$ cat src/pboe_pkg.sv
// shared types, constants and edge helpers for the pairwise box overlap engine
package pboe_pkg;

  parameter int unsigned CmdW     = 2;
  parameter int unsigned InDataW  = 88;
  parameter int unsigned OutDataW = 24;

  // command codes carried in the slave tuser
  typedef enum logic [CmdW-1:0] {
    CMD_ADD    = 2'd0,
    CMD_REMOVE = 2'd1,
    CMD_RUN    = 2'd2
  } cmd_e;

  // doubled-unit edge coordinate: 2*centre +/- size
  typedef logic signed [18:0] coord_t;

  // one stored entry, tag in the lowest bits to match the input word
  typedef struct packed {
    logic [15:0]        mask;
    logic [15:0]        height;
    logic [15:0]        width;
    logic signed [15:0] cy;
    logic signed [15:0] cx;
    logic [7:0]         tag;
  } entry_t;

  // entry as edges, ready for comparison
  typedef struct packed {
    logic [7:0]  tag;
    logic [15:0] mask;
    coord_t      lo_x;
    coord_t      hi_x;
    coord_t      lo_y;
    coord_t      hi_y;
  } box_t;

  // result word, first_tag in the lowest bits
  typedef struct packed {
    logic [3:0] second_sides;
    logic [3:0] first_sides;
    logic [7:0] second_tag;
    logic [7:0] first_tag;
  } res_t;

  // controller to datapath
  typedef struct packed {
    logic take;      // input word accepted this cycle
    logic we;        // table write
    logic wsel_in;   // write data from input word, else from read register
    logic rd_en;     // table read into read register
    logic rd_pair;   // the read is the later box of a pair
    logic load_a;    // read register becomes the earlier box
    logic emit_end;  // load the run terminator into the output register
  } dp_cmd_t;

  // datapath to controller
  typedef struct packed {
    logic s1_free;    // read register may be overwritten this cycle
    logic pair_pend;  // a pair waits in the read register
    logic out_free;   // output register can take a word this cycle
    logic tag_match;  // read register tag equals the remove tag
  } dp_stat_t;

  function automatic coord_t lo_side(logic signed [15:0] c, logic [15:0] s);
    return $signed({{2{c[15]}}, c, 1'b0}) - $signed({3'b000, s});
  endfunction

  function automatic coord_t hi_side(logic signed [15:0] c, logic [15:0] s);
    return $signed({{2{c[15]}}, c, 1'b0}) + $signed({3'b000, s});
  endfunction

  function automatic box_t to_box(entry_t e);
    box_t b;
    b.tag  = e.tag;
    b.mask = e.mask;
    b.lo_x = lo_side(e.cx, e.width);
    b.hi_x = hi_side(e.cx, e.width);
    b.lo_y = lo_side(e.cy, e.height);
    b.hi_y = hi_side(e.cy, e.height);
    return b;
  endfunction

endpackage

$ cat src/pboe_dp.sv
// datapath: box table memory, earlier-box register, pair test and output register
module pboe_dp #(
  parameter int unsigned MAX_BOXES = 8
) (
  input  logic                                   clk_i,
  input  logic                                   rst_ni,
  input  pboe_pkg::dp_cmd_t                      cmd_i,
  input  logic [$clog2(MAX_BOXES)-1:0]           raddr_i,
  input  logic [$clog2(MAX_BOXES)-1:0]           waddr_i,
  input  logic [pboe_pkg::InDataW-1:0]           in_data_i,
  input  logic                                   out_ready_i,
  output pboe_pkg::dp_stat_t                     stat_o,
  output logic                                   out_valid_o,
  output logic [pboe_pkg::OutDataW-1:0]          out_data_o,
  output logic                                   out_last_o
);

  pboe_pkg::entry_t mem_q [MAX_BOXES];
  pboe_pkg::entry_t rdata_q;
  pboe_pkg::entry_t in_entry;
  pboe_pkg::entry_t wdata;
  pboe_pkg::box_t   a_q;
  pboe_pkg::box_t   b;
  pboe_pkg::res_t   res;
  pboe_pkg::res_t   out_data_q, out_data_d;
  logic [7:0]       rem_tag_q;
  logic             pair_v_q, pair_v_d;
  logic             out_valid_q, out_valid_d;
  logic             out_last_q, out_last_d;
  logic             out_free;
  logic             eval;
  logic             overlap;
  logic             hit;
  logic [3:0]       f1;

  assign in_entry = pboe_pkg::entry_t'(in_data_i);
  assign wdata    = cmd_i.wsel_in ? in_entry : rdata_q;

  // table storage, registered read
  always_ff @(posedge clk_i) begin
    if (cmd_i.we) begin
      mem_q[waddr_i] <= wdata;
    end
    if (cmd_i.rd_en) begin
      rdata_q <= mem_q[raddr_i];
    end
  end

  // payload registers
  always_ff @(posedge clk_i) begin
    if (cmd_i.take) begin
      rem_tag_q <= in_entry.tag;
    end
    if (cmd_i.load_a) begin
      a_q <= pboe_pkg::to_box(rdata_q);
    end
    out_data_q <= out_data_d;
  end

  // pair test against the later box in the read register
  assign b = pboe_pkg::to_box(rdata_q);
  assign overlap = ($signed(a_q.lo_x) < $signed(b.hi_x)) && ($signed(a_q.hi_x) > $signed(b.lo_x))
                && ($signed(a_q.lo_y) < $signed(b.hi_y)) && ($signed(a_q.hi_y) > $signed(b.lo_y));
  assign hit = overlap && (|(a_q.mask & b.mask));

  assign f1[0] = $signed(a_q.lo_x) < $signed(b.lo_x);
  assign f1[1] = $signed(a_q.hi_x) > $signed(b.hi_x);
  assign f1[2] = $signed(a_q.lo_y) < $signed(b.lo_y);
  assign f1[3] = $signed(a_q.hi_y) > $signed(b.hi_y);

  always_comb begin
    res.first_tag    = a_q.tag;
    res.second_tag   = b.tag;
    res.first_sides  = f1;
    res.second_sides = {f1[2], f1[3], f1[0], f1[1]};
  end

  assign out_free = !out_valid_q || out_ready_i;
  assign eval     = pair_v_q && out_free;

  always_comb begin
    pair_v_d = pair_v_q;
    if (cmd_i.rd_en) begin
      pair_v_d = cmd_i.rd_pair;
    end else if (eval) begin
      pair_v_d = 1'b0;
    end
  end

  always_comb begin
    out_valid_d = out_valid_q;
    out_last_d  = out_last_q;
    out_data_d  = out_data_q;
    if (out_free) begin
      priority if (eval && hit) begin
        out_valid_d = 1'b1;
        out_last_d  = 1'b0;
        out_data_d  = res;
      end else if (cmd_i.emit_end) begin
        out_valid_d = 1'b1;
        out_last_d  = 1'b1;
        out_data_d  = '0;
      end else begin
        out_valid_d = 1'b0;
      end
    end
  end

  always_ff @(posedge clk_i or negedge rst_ni) begin
    if (!rst_ni) begin
      pair_v_q    <= 1'b0;
      out_valid_q <= 1'b0;
      out_last_q  <= 1'b0;
    end else begin
      pair_v_q    <= pair_v_d;
      out_valid_q <= out_valid_d;
      out_last_q  <= out_last_d;
    end
  end

  assign stat_o.s1_free   = !pair_v_q || out_free;
  assign stat_o.pair_pend = pair_v_q;
  assign stat_o.out_free  = out_free;
  assign stat_o.tag_match = (rdata_q.tag == rem_tag_q);

  assign out_valid_o = out_valid_q;
  assign out_data_o  = out_data_q;
  assign out_last_o  = out_last_q;

endmodule

$ cat src/pboe_ctrl.sv
// controller: command decode, table fill count, remove sweep and pair walk
module pboe_ctrl #(
  parameter int unsigned MAX_BOXES = 8
) (
  input  logic                                 clk_i,
  input  logic                                 rst_ni,
  input  logic                                 in_valid_i,
  input  logic [pboe_pkg::CmdW-1:0]            in_cmd_i,
  output logic                                 ready_o,
  input  pboe_pkg::dp_stat_t                   stat_i,
  output pboe_pkg::dp_cmd_t                    cmd_o,
  output logic [$clog2(MAX_BOXES)-1:0]         raddr_o,
  output logic [$clog2(MAX_BOXES)-1:0]         waddr_o
);

  localparam int unsigned IdxW = $clog2(MAX_BOXES);
  localparam int unsigned CntW = $clog2(MAX_BOXES + 1);

  typedef enum logic [2:0] {
    S_IDLE,
    S_REM_RD,
    S_REM_WR,
    S_RUN_RDA,
    S_RUN_LDA,
    S_RUN_PAIR,
    S_RUN_END
  } state_e;

  state_e          state_q, state_d;
  logic [CntW-1:0] count_q, count_d;
  logic [CntW-1:0] i_q, i_d;
  logic [CntW-1:0] j_q, j_d;
  logic [CntW-1:0] r_q, r_d;
  logic [CntW-1:0] w_q, w_d;
  logic [CntW-1:0] w_next;
  logic [CntW-1:0] i_plus1;
  logic [CntW-1:0] i_plus2;
  logic            take;

  assign ready_o = (state_q == S_IDLE);
  assign take    = in_valid_i && ready_o;
  assign w_next  = w_q + (stat_i.tag_match ? CntW'(0) : CntW'(1));
  assign i_plus1 = i_q + CntW'(1);
  assign i_plus2 = i_q + CntW'(2);

  always_comb begin
    state_d = state_q;
    count_d = count_q;
    i_d     = i_q;
    j_d     = j_q;
    r_d     = r_q;
    w_d     = w_q;
    cmd_o   = '0;
    raddr_o = i_q[IdxW-1:0];
    waddr_o = count_q[IdxW-1:0];
    cmd_o.take = take;
    unique case (state_q)
      S_IDLE: begin
        if (take) begin
          unique case (in_cmd_i)
            pboe_pkg::CMD_ADD: begin
              if (count_q < CntW'(MAX_BOXES)) begin
                cmd_o.we      = 1'b1;
                cmd_o.wsel_in = 1'b1;
                count_d       = count_q + CntW'(1);
              end
            end
            pboe_pkg::CMD_REMOVE: begin
              r_d = '0;
              w_d = '0;
              if (count_q != '0) begin
                state_d = S_REM_RD;
              end
            end
            pboe_pkg::CMD_RUN: begin
              i_d = '0;
              if (count_q >= CntW'(2)) begin
                state_d = S_RUN_RDA;
              end else begin
                state_d = S_RUN_END;
              end
            end
            default: ;
          endcase
        end
      end
      S_REM_RD: begin
        cmd_o.rd_en = 1'b1;
        raddr_o     = r_q[IdxW-1:0];
        state_d     = S_REM_WR;
      end
      S_REM_WR: begin
        // keep entries whose tag differs, packed toward the front
        if (!stat_i.tag_match) begin
          cmd_o.we = 1'b1;
          waddr_o  = w_q[IdxW-1:0];
        end
        w_d = w_next;
        r_d = r_q + CntW'(1);
        if (r_q + CntW'(1) == count_q) begin
          count_d = w_next;
          state_d = S_IDLE;
        end else begin
          state_d = S_REM_RD;
        end
      end
      S_RUN_RDA: begin
        if (stat_i.s1_free) begin
          cmd_o.rd_en = 1'b1;
          raddr_o     = i_q[IdxW-1:0];
          state_d     = S_RUN_LDA;
        end
      end
      S_RUN_LDA: begin
        // earlier box captured, first later box read in the same cycle
        cmd_o.load_a  = 1'b1;
        cmd_o.rd_en   = 1'b1;
        cmd_o.rd_pair = 1'b1;
        raddr_o       = i_plus1[IdxW-1:0];
        j_d           = i_plus2;
        if (i_plus2 == count_q) begin
          state_d = S_RUN_END;
        end else begin
          state_d = S_RUN_PAIR;
        end
      end
      S_RUN_PAIR: begin
        if (stat_i.s1_free) begin
          cmd_o.rd_en   = 1'b1;
          cmd_o.rd_pair = 1'b1;
          raddr_o       = j_q[IdxW-1:0];
          j_d           = j_q + CntW'(1);
          if (j_q + CntW'(1) == count_q) begin
            i_d     = i_plus1;
            state_d = S_RUN_RDA;
          end
        end
      end
      S_RUN_END: begin
        if (!stat_i.pair_pend && stat_i.out_free) begin
          cmd_o.emit_end = 1'b1;
          state_d        = S_IDLE;
        end
      end
      default: begin
        state_d = S_IDLE;
      end
    endcase
  end

  always_ff @(posedge clk_i or negedge rst_ni) begin
    if (!rst_ni) begin
      state_q <= S_IDLE;
      count_q <= '0;
      i_q     <= '0;
      j_q     <= '0;
      r_q     <= '0;
      w_q     <= '0;
    end else begin
      state_q <= state_d;
      count_q <= count_d;
      i_q     <= i_d;
      j_q     <= j_d;
      r_q     <= r_d;
      w_q     <= w_d;
    end
  end

`ifndef NO_ASSERTIONS
  a_count_range: assert property (@(posedge clk_i) disable iff (!rst_ni)
    count_q <= CntW'(MAX_BOXES))
    else $error("entry count beyond table depth");

  a_pair_read_free: assert property (@(posedge clk_i) disable iff (!rst_ni)
    (cmd_o.rd_en && cmd_o.rd_pair) |-> stat_i.s1_free)
    else $error("pair read overwrites an untested pair");

  a_idle_drained: assert property (@(posedge clk_i) disable iff (!rst_ni)
    ready_o |-> !stat_i.pair_pend)
    else $error("idle with a pair still pending");

  a_walk_bound: assert property (@(posedge clk_i) disable iff (!rst_ni)
    (state_q == S_RUN_PAIR) |-> ((j_q < count_q) && (i_plus1 < j_q)))
    else $error("pair walk out of range");
`endif

endmodule

$ cat src/pairwise_box_overlap_engine.sv
// top level of the pairwise box overlap engine
//
// slave channel: one word per command, command code in tuser
//   add    : appends a box when the table has room, no result
//   remove : deletes every entry with the tag, keeps order, by a read then
//            write-back sweep over the stored entries, no result
//   run    : tests every pair i<j in table order; one result word per hit pair,
//            then one word with tlast high and zero data
// master channel: registered output word; a run walks about one pair per cycle
//   through the single table read port while the output is not stalled, with
//   an extra read state to load each earlier box
// a pair result passes through the read register, then the output register
// tready on the slave side is high only while no command is in progress
// a stalled master (tready low) freezes the pair walk once a pair waits behind
//   the held word; nothing is dropped, and a finished run end word waits while
//   the next command enters
// reset clears the entry count and output valid; table contents need no clear
module pairwise_box_overlap_engine #(
  parameter int unsigned MAX_BOXES = 8
) (
  input  logic                              clk_i,
  input  logic                              rst_ni,
  input  logic                              s_axis_tvalid,
  output logic                              s_axis_tready,
  // box_tag[7:0], center_x[23:8], center_y[39:24], box_width[55:40],
  // box_height[71:56], filter_mask[87:72]
  input  logic [pboe_pkg::InDataW-1:0]      s_axis_tdata,
  // command[1:0]
  input  logic [pboe_pkg::CmdW-1:0]         s_axis_tuser,
  output logic                              m_axis_tvalid,
  input  logic                              m_axis_tready,
  // first_tag[7:0], second_tag[15:8], first_sides[19:16], second_sides[23:20]
  output logic [pboe_pkg::OutDataW-1:0]     m_axis_tdata,
  // run_end
  output logic                              m_axis_tlast
);

  localparam int unsigned IdxW = $clog2(MAX_BOXES);

  pboe_pkg::dp_cmd_t  dp_cmd;
  pboe_pkg::dp_stat_t dp_stat;
  logic [IdxW-1:0]    raddr;
  logic [IdxW-1:0]    waddr;

  // sequencer for add, remove sweep and pair walk
  pboe_ctrl #(
    .MAX_BOXES (MAX_BOXES)
  ) u_ctrl (
    .clk_i      (clk_i),
    .rst_ni     (rst_ni),
    .in_valid_i (s_axis_tvalid),
    .in_cmd_i   (s_axis_tuser),
    .ready_o    (s_axis_tready),
    .stat_i     (dp_stat),
    .cmd_o      (dp_cmd),
    .raddr_o    (raddr),
    .waddr_o    (waddr)
  );

  // table, edge compare and output word register
  pboe_dp #(
    .MAX_BOXES (MAX_BOXES)
  ) u_dp (
    .clk_i       (clk_i),
    .rst_ni      (rst_ni),
    .cmd_i       (dp_cmd),
    .raddr_i     (raddr),
    .waddr_i     (waddr),
    .in_data_i   (s_axis_tdata),
    .out_ready_i (m_axis_tready),
    .stat_o      (dp_stat),
    .out_valid_o (m_axis_tvalid),
    .out_data_o  (m_axis_tdata),
    .out_last_o  (m_axis_tlast)
  );

endmodule

$ cat config.mk
export PLATFORM = sky130hd
export DESIGN_NAME = pairwise_box_overlap_engine
export DESIGN_NICKNAME = d
export VERILOG_FILES = /design/src/pboe_pkg.sv /design/src/pboe_dp.sv /design/src/pboe_ctrl.sv /design/src/pairwise_box_overlap_engine.sv
export SDC_FILE = /design/constraint.sdc
export NUM_CORES = 1
export LEC_CHECK = 0
export ABC_AREA = 1
export BUFFER_PORTS_ARGS = -buffer_cell sky130_fd_sc_hd__clkbuf_2
export CAP_MARGIN = 20
export CORE_MARGIN = 2
export CORE_UTILIZATION = 45
export CTS_BUF_LIST = sky130_fd_sc_hd__clkbuf_8
export CTS_CLUSTER_DIAMETER = 50
export DETAILED_ROUTE_END_ITERATION = 7
export PLACE_DENSITY = 0.58
export SLEW_MARGIN = 20
export SYNTH_ARGS = -nofsm -noshare
export SYNTH_HDL_FRONTEND = slang
export SYNTH_SLANG_ARGS = --single-unit
$ cat constraint.sdc
create_clock -name clk_i -period 8 [get_ports clk_i]
set_clock_uncertainty 0.2 [all_clocks]
set_input_delay 0.8 -clock clk_i [delete_from_list [all_inputs] [get_ports clk_i]]
set_output_delay 0.8 -clock clk_i [all_outputs]
set_load 0.01 [all_outputs]
After elaboration in Yosys (flattened, before gate mapping)
Memory sizes are Yosys's and may differ from the RTL's. A register that Yosys moved wholly into a read port is not among the register bits. Cells that the tools add are included.

Register bits after elaboration: 158. Bits in latches: 0. Memory bits (writable): 704. Bits in read-only memories: 0. Input bits: 94. Output and inout port bits: 27. Memories kept: 1.

Memory list: u_dp.mem_q (depth 8, width 88, rd ports 1, clocked after Yosys merged registers in 1, write ports 1, line pboe_dp.sv:18) `pboe_pkg::entry_t mem_q [MAX_BOXES];`.

Add/subtract/negate cells: 10. Multipliers: 0. Div/mod/pow operators: 0. Magnitude comparators: 10. Equality and inequality tests: 24. Shifts and indexed selects: 0. Mux-type cells: 56. Bitwise operators: 1. Reduce and logical (&&, ||, !) cells: 28.

Operators by type and width (number): $mux 88 (1); $gt 19x19->1 (4); $lt 19x19->1 (4); $mux 24 (2); $mux 4 (11); $pmux 4 s2 (5); $add 17x17->18 (2); $sub 17x17->18 (2); $mux 3 (10); $pmux 3 s7 (1); $add 4x1->4 const B (4); $and 16x16->16 (1); $mux 1 (16); $reduce_or 16->1 (1); $ne 2x2->1 const B (7); $eq 4x4->1 (3); $mux 2 (5); $reduce_and 5->1 (2); $reduce_bool 2->1 (5); $eq 3x3->1 const B (3); $pmux 3 s3 (1); $eq 8x8->1 (1); $logic_and 1x1->1 (8); $reduce_and 7->1 (1); other kinds (21) (29).

Longest topological paths before layout
Depth after elaboration: 9. Mapped depth: 33.

By module
From an unflattened synthesis, not the netlist that was laid out.

Cell total of the unflattened synthesis: 3730. Area total of the unflattened synthesis: 43158.9 um^2.

Modules (own cells, without submodules): pboe_dp (instances 1, cells an instance 3450, area each 41269.6 um^2, seq. area each 27521.4 um^2); pboe_ctrl (instances 1, cells an instance 280, area each 1889.3 um^2, seq. area each 575.6 um^2).

Least setup slack after synthesis
Ideal clock, no wire load.

Kind: register -> register. Start: register u_ctrl.state_q[2]. End: memory u_dp.mem_q[7][0] in the netlist's numbering, enable pin. Arrival: 5.962 ns. Data required time: 7.264 ns. Path slack: 1.302 ns. Stages on the path, launching flop included: 11. Cell sequence: dfrtp_1 > nor2_1 > inv_1 > nor2_1 > inv_1 > nor2_1 > nand3_1 > clkbuf_1 > nand2_1 > o211ai_1 > nor2_1.

RTL lines: start, declared (line pboe_ctrl.sv:29) `state_e state_q, state_d;`; start signal, assigned (line pboe_ctrl.sv:160) `state_q <= state_d;`; end, declared (line pboe_dp.sv:18).

Worst setup path in the final report
Start: register, netlist name u_dp.rdata_q[25]. End: register u_dp.out_data_q, in the netlist u_dp.out_data_o[2], enable pin.

Word-level cells in the longest chain between the ends: 8.

Ends and longest elaborated chain: $add 17x17->18 (line pboe_pkg.sv:70) `return $signed({{2{c[15]}}, c, 1'b0}) + $signed({3'b000, s});`; $lt 19x19->1 (line pboe_dp.sv:63) `&& ($signed(a_q.lo_y) < $signed(b.hi_y)) && ($signed(a_q.hi_y) > $signed(b.lo_y));`; $logic_and 1x1->1 (line pboe_dp.sv:63); $logic_and 1x1->1 * (line pboe_dp.sv:63); $logic_and 1x1->1 * (line pboe_dp.sv:64) `assign hit = overlap && (|(a_q.mask & b.mask));`; $logic_and 1x1->1 * (line pboe_dp.sv:95) `priority if (eval && hit) begin`; $reduce_bool 2->1 (no line) *; $reduce_and 2->1 (no line) *; end signal, assigned (line pboe_dp.sv:57) `out_data_q <= out_data_d;`; end, declared (line pboe_dp.sv:25) `pboe_pkg::res_t out_data_q, out_data_d;`.

Every way passes the cells marked *; elsewhere a longest branch is shown, timed or not. A chain may end at the register's enable or synchronous reset.

==> flow_summary_export.csv <==
group,metric,value,unit
floorplanning,core,0.0953,mm2
timing,clock.fmax,169,MHz
critical_path,worstPathArrival,6140,ps
clock_tree,cts_root_buf,"clkbuf_8",
routing,wirelength,110000,um
timing,finalSetupViolCount,0,
clock_tree,cts_max_level,4,
critical_path,cp_data_required_time,8240,ps
routing,wl_per_cell,20.8,um
floorplanning,num_rows,113,
layout,final_cell_mix,"edfxtp_1, nor2_1, o21ai_0",
place,place_congestion,0.903,
floorplanning,die_area,0.0990,mm2
logic_synthesis,synth_area_leaders,"edfxtp_1, nor2_1, ha_1, o21ai_0, nand2_1",
global_route,grt_max_degree,177,
hold_path,min-delay-start,"s_axis_tdata[77]",
global_route,antenna_found_initial,4,
routing,ant_nets,0,
timing,slew_headroom,29.6,%
logic_synthesis,synthFlopType,"edfxtp_1",
layout,fill_cells,8456,
job,maxCapViolCount,0,
routing,drc_errors,0,
critical_path,worst-r2r-cell-count,23,
clock_tree,path_clk_slew,60,ps
critical_path,timing.rr.start,"u_dp.rdata_q[25]$_DFFE_PP_",
layout,area_growth,11.0,%
layout,nets,4194,
logic_synthesis,synth-edff-count,914,
place,port_buffers,120,
global_route,grt_pass1_wl,167000,um
routing,dr.pass1.iters,5,
floorplanning,chipWidth,315,um
timing,fin_crit_sh,73.8,%
timing,drv_slew,0,
hold_path,hp-class,"input pin to register",
logic_synthesis,async_flop_share,2.77,%
timing,worst-slew-pin-transition,1050,ps
clock_tree,insertion_delay,820,ps
logic_synthesis,ys_seq_area_share,64.7,%
timing,fin_setup_tns,0,ps
logic_synthesis,synth_top_area_share,63.2,%
global_route,grt_pass1_vias,28089,
logic_synthesis,yosysTopAreaCell,"edfxtp_1",
logic_synthesis,yosysUniqueCellTypes,61,
timing,hold_viol_final,0,
status,status,"finished, final reports clean",
timing,rsz0062_at_grt,"no",
floorplanning,design.portCount,121,
floorplanning,start_util,45.6,%
clock_tree,hold_buffers,9,
clock_tree,cts_max_path_buffers,3,
critical_path,startpoint_type,"register",
critical_path,endpoint_kind,"register",
clock_tree,cts.sinks,940,
logic_synthesis,syn-num-nets,4049,
logic_synthesis,avgSynthCellArea,11.6,um2
clock_tree,cts_setup_buffers,0,
logic_synthesis,syn_inst,3749,
place,dp_hpwl,64700,um
routing,vias_per_cell,5.40,
layout,postLayoutCoreUtil,50.6,%
global_route,gr-usage-all-layers,22.2,%
clock_tree,cts-resized-gates,0,
timing,period_needed,5900,ps
layout,drive_gt1_share,12.2,%
critical_path,r2r-end,"u_dp.out_data_o[2]$_SDFFCE_PN0P_",
clock_tree,cts_buffers,157,
logic_synthesis,synth_warnings,0,
routing,vias,28516,
critical_path,worstPathMaxFanout,22,
logic_synthesis,syn-cell-area,0.0434,mm2
critical_path,critical_path_class,"register to register",
hold_path,min_path_cells,2,
logic_synthesis,ys_ff_latch,940,
global_route,overflow,0,
routing,drtIter0Drc,2127,
floorplanning,die_h,315,um
clock_tree,tritoncts,"built",
critical_path,r2r_setup_slack,2100,ps
layout,layout_commonest_cell,"edfxtp_1",
hold_path,hold_path_end,"u_dp.mem_q[5][77]$_DFFE_PP_",
[synthesized netlist by cell type, types with 50 or more instances]
master / number
buf_2: 50
a31oi_1: 96
clkbuf_1: 83
a21oi_1: 143
o22ai_1: 93
ha_1: 202
nand3_1: 70
nor2_1: 757
xor2_1: 55
o21ai_0: 364
inv_1: 268
nand2_1: 280
edfxtp_1: 914
[stage by stage]
step | std cells | worst slack (ps) | area, um2 | hold slack (ps)
2_1_floorplan | 3749 | 1300 | 43400 | 244
3_3_place_gp | 4990 | 2100 | 45200 | 266
3_5_place_dp | 4991 | 2050 | 45200 | 266
4_1_cts | 5276 | 2040 | 48200 | 117
5_1_grt | 5278 | 1420 | 48200 | 164
6_report | 5279 | 2100 | 48200 | 190
[worst max-delay path by stage]
stage | start | end | slack, ps | cells past startpoint
global placement | u_dp.rdata_q[25]$_DFFE_PP_ | u_dp.out_data_o[10]$_SDFFCE_PN0P_ | 2100 | 23
detailed placement | u_dp.rdata_q[25]$_DFFE_PP_ | u_dp.out_data_o[8]$_SDFFCE_PN0P_ | 2050 | 23
finish | u_dp.rdata_q[25]$_DFFE_PP_ | u_dp.out_data_o[2]$_SDFFCE_PN0P_ | 2100 | 23
CTS | u_dp.rdata_q[25]$_DFFE_PP_ | u_dp.out_data_o[2]$_SDFFCE_PN0P_ | 2040 | 23
floorplan | u_ctrl.state_q[2]$_DFFE_PN0P_ | u_dp.mem_q[7][0]$_DFFE_PP_ | 1300 | 10
global route | u_dp.rdata_q[28]$_DFFE_PP_ | u_dp.out_data_o[2]$_SDFFCE_PN0P_ | 1420 | 27
[logic make-up (layout without fill, tap and decap cells)]
group | Yosys count | after routing | synth area share (%)
other | 0 | 3 | 0
DFF | 940 | 940 | 64.7
buffers and inverters | 450 | 712 | 4.42
adders and majority gates | 206 | 206 | 6.01
xor gates and xnor gates | 71 | 71 | 1.43
muxes | 45 | 45 | 1.17
AOI/OAI and AO/OA | 803 | 803 | 10.3
and+or+nand+nor | 1234 | 1234 | 12.0
[flip-flops by register name, summed over array words and instances (netlist names), 3 cells and up]
signal and flops:
u_dp.rdata_q 64, u_ctrl.count_q 4, u_dp.out_data_o 20, u_ctrl.w_q 4
u_dp.b 24, u_ctrl.r_q 4, u_dp.a_q 94, u_dp.mem_q 704
u_dp.rem_tag_q 8, u_ctrl.j_q 4, u_ctrl.state_q 3, u_ctrl.i_q 4
[routing by layer]
metal,vias to the layer above,global-route usage (%),routed length (um)
met5,-,0,11
met4,2,6.67,2190
met3,166,3.12,5100
met2,686,38.5,55300
met1,14034,29.1,47500
li1,13628,-,-
[worst max-delay path, cell delays in order, from the launching register on]
cell	delay, ps
edfxtp_1	460
ha_1	400
a21o_1	170
a31oi_1	370
o21ai_1	200
nand2_1	100
nand2_1	50
a21oi_1	200
o21ai_1	130
a21oi_1	240
xor2_1	150
ha_1	300
nand2_1	50
inv_1	60
nand3_1	100
nor3_1	220
nand4_1	120
nand3_1	100
o21ai_0	70
nor2_1	130
nand2_1	80
nor2_2	150
nand3_4	490
nand2_1	940
[area by class of cell]
cell class / count / area [um2] / area share (%)
multi-input combinational: 2359 / 13500 / 28.0
timing repair buffer: 159 / 1070 / 2.23
clock buffer: 163 / 2240 / 4.65
antenna: 3 / 7.51 / 0.0156
clock inverter: 113 / 627 / 1.30
sequential: 940 / 28100 / 58.3
inverter: 277 / 1060 / 2.19
tap: 1265 / 1580 / 3.28
Power is not shown: default switching activity piles up to over one toggle a cycle in this logic, so the estimate is an artifact.
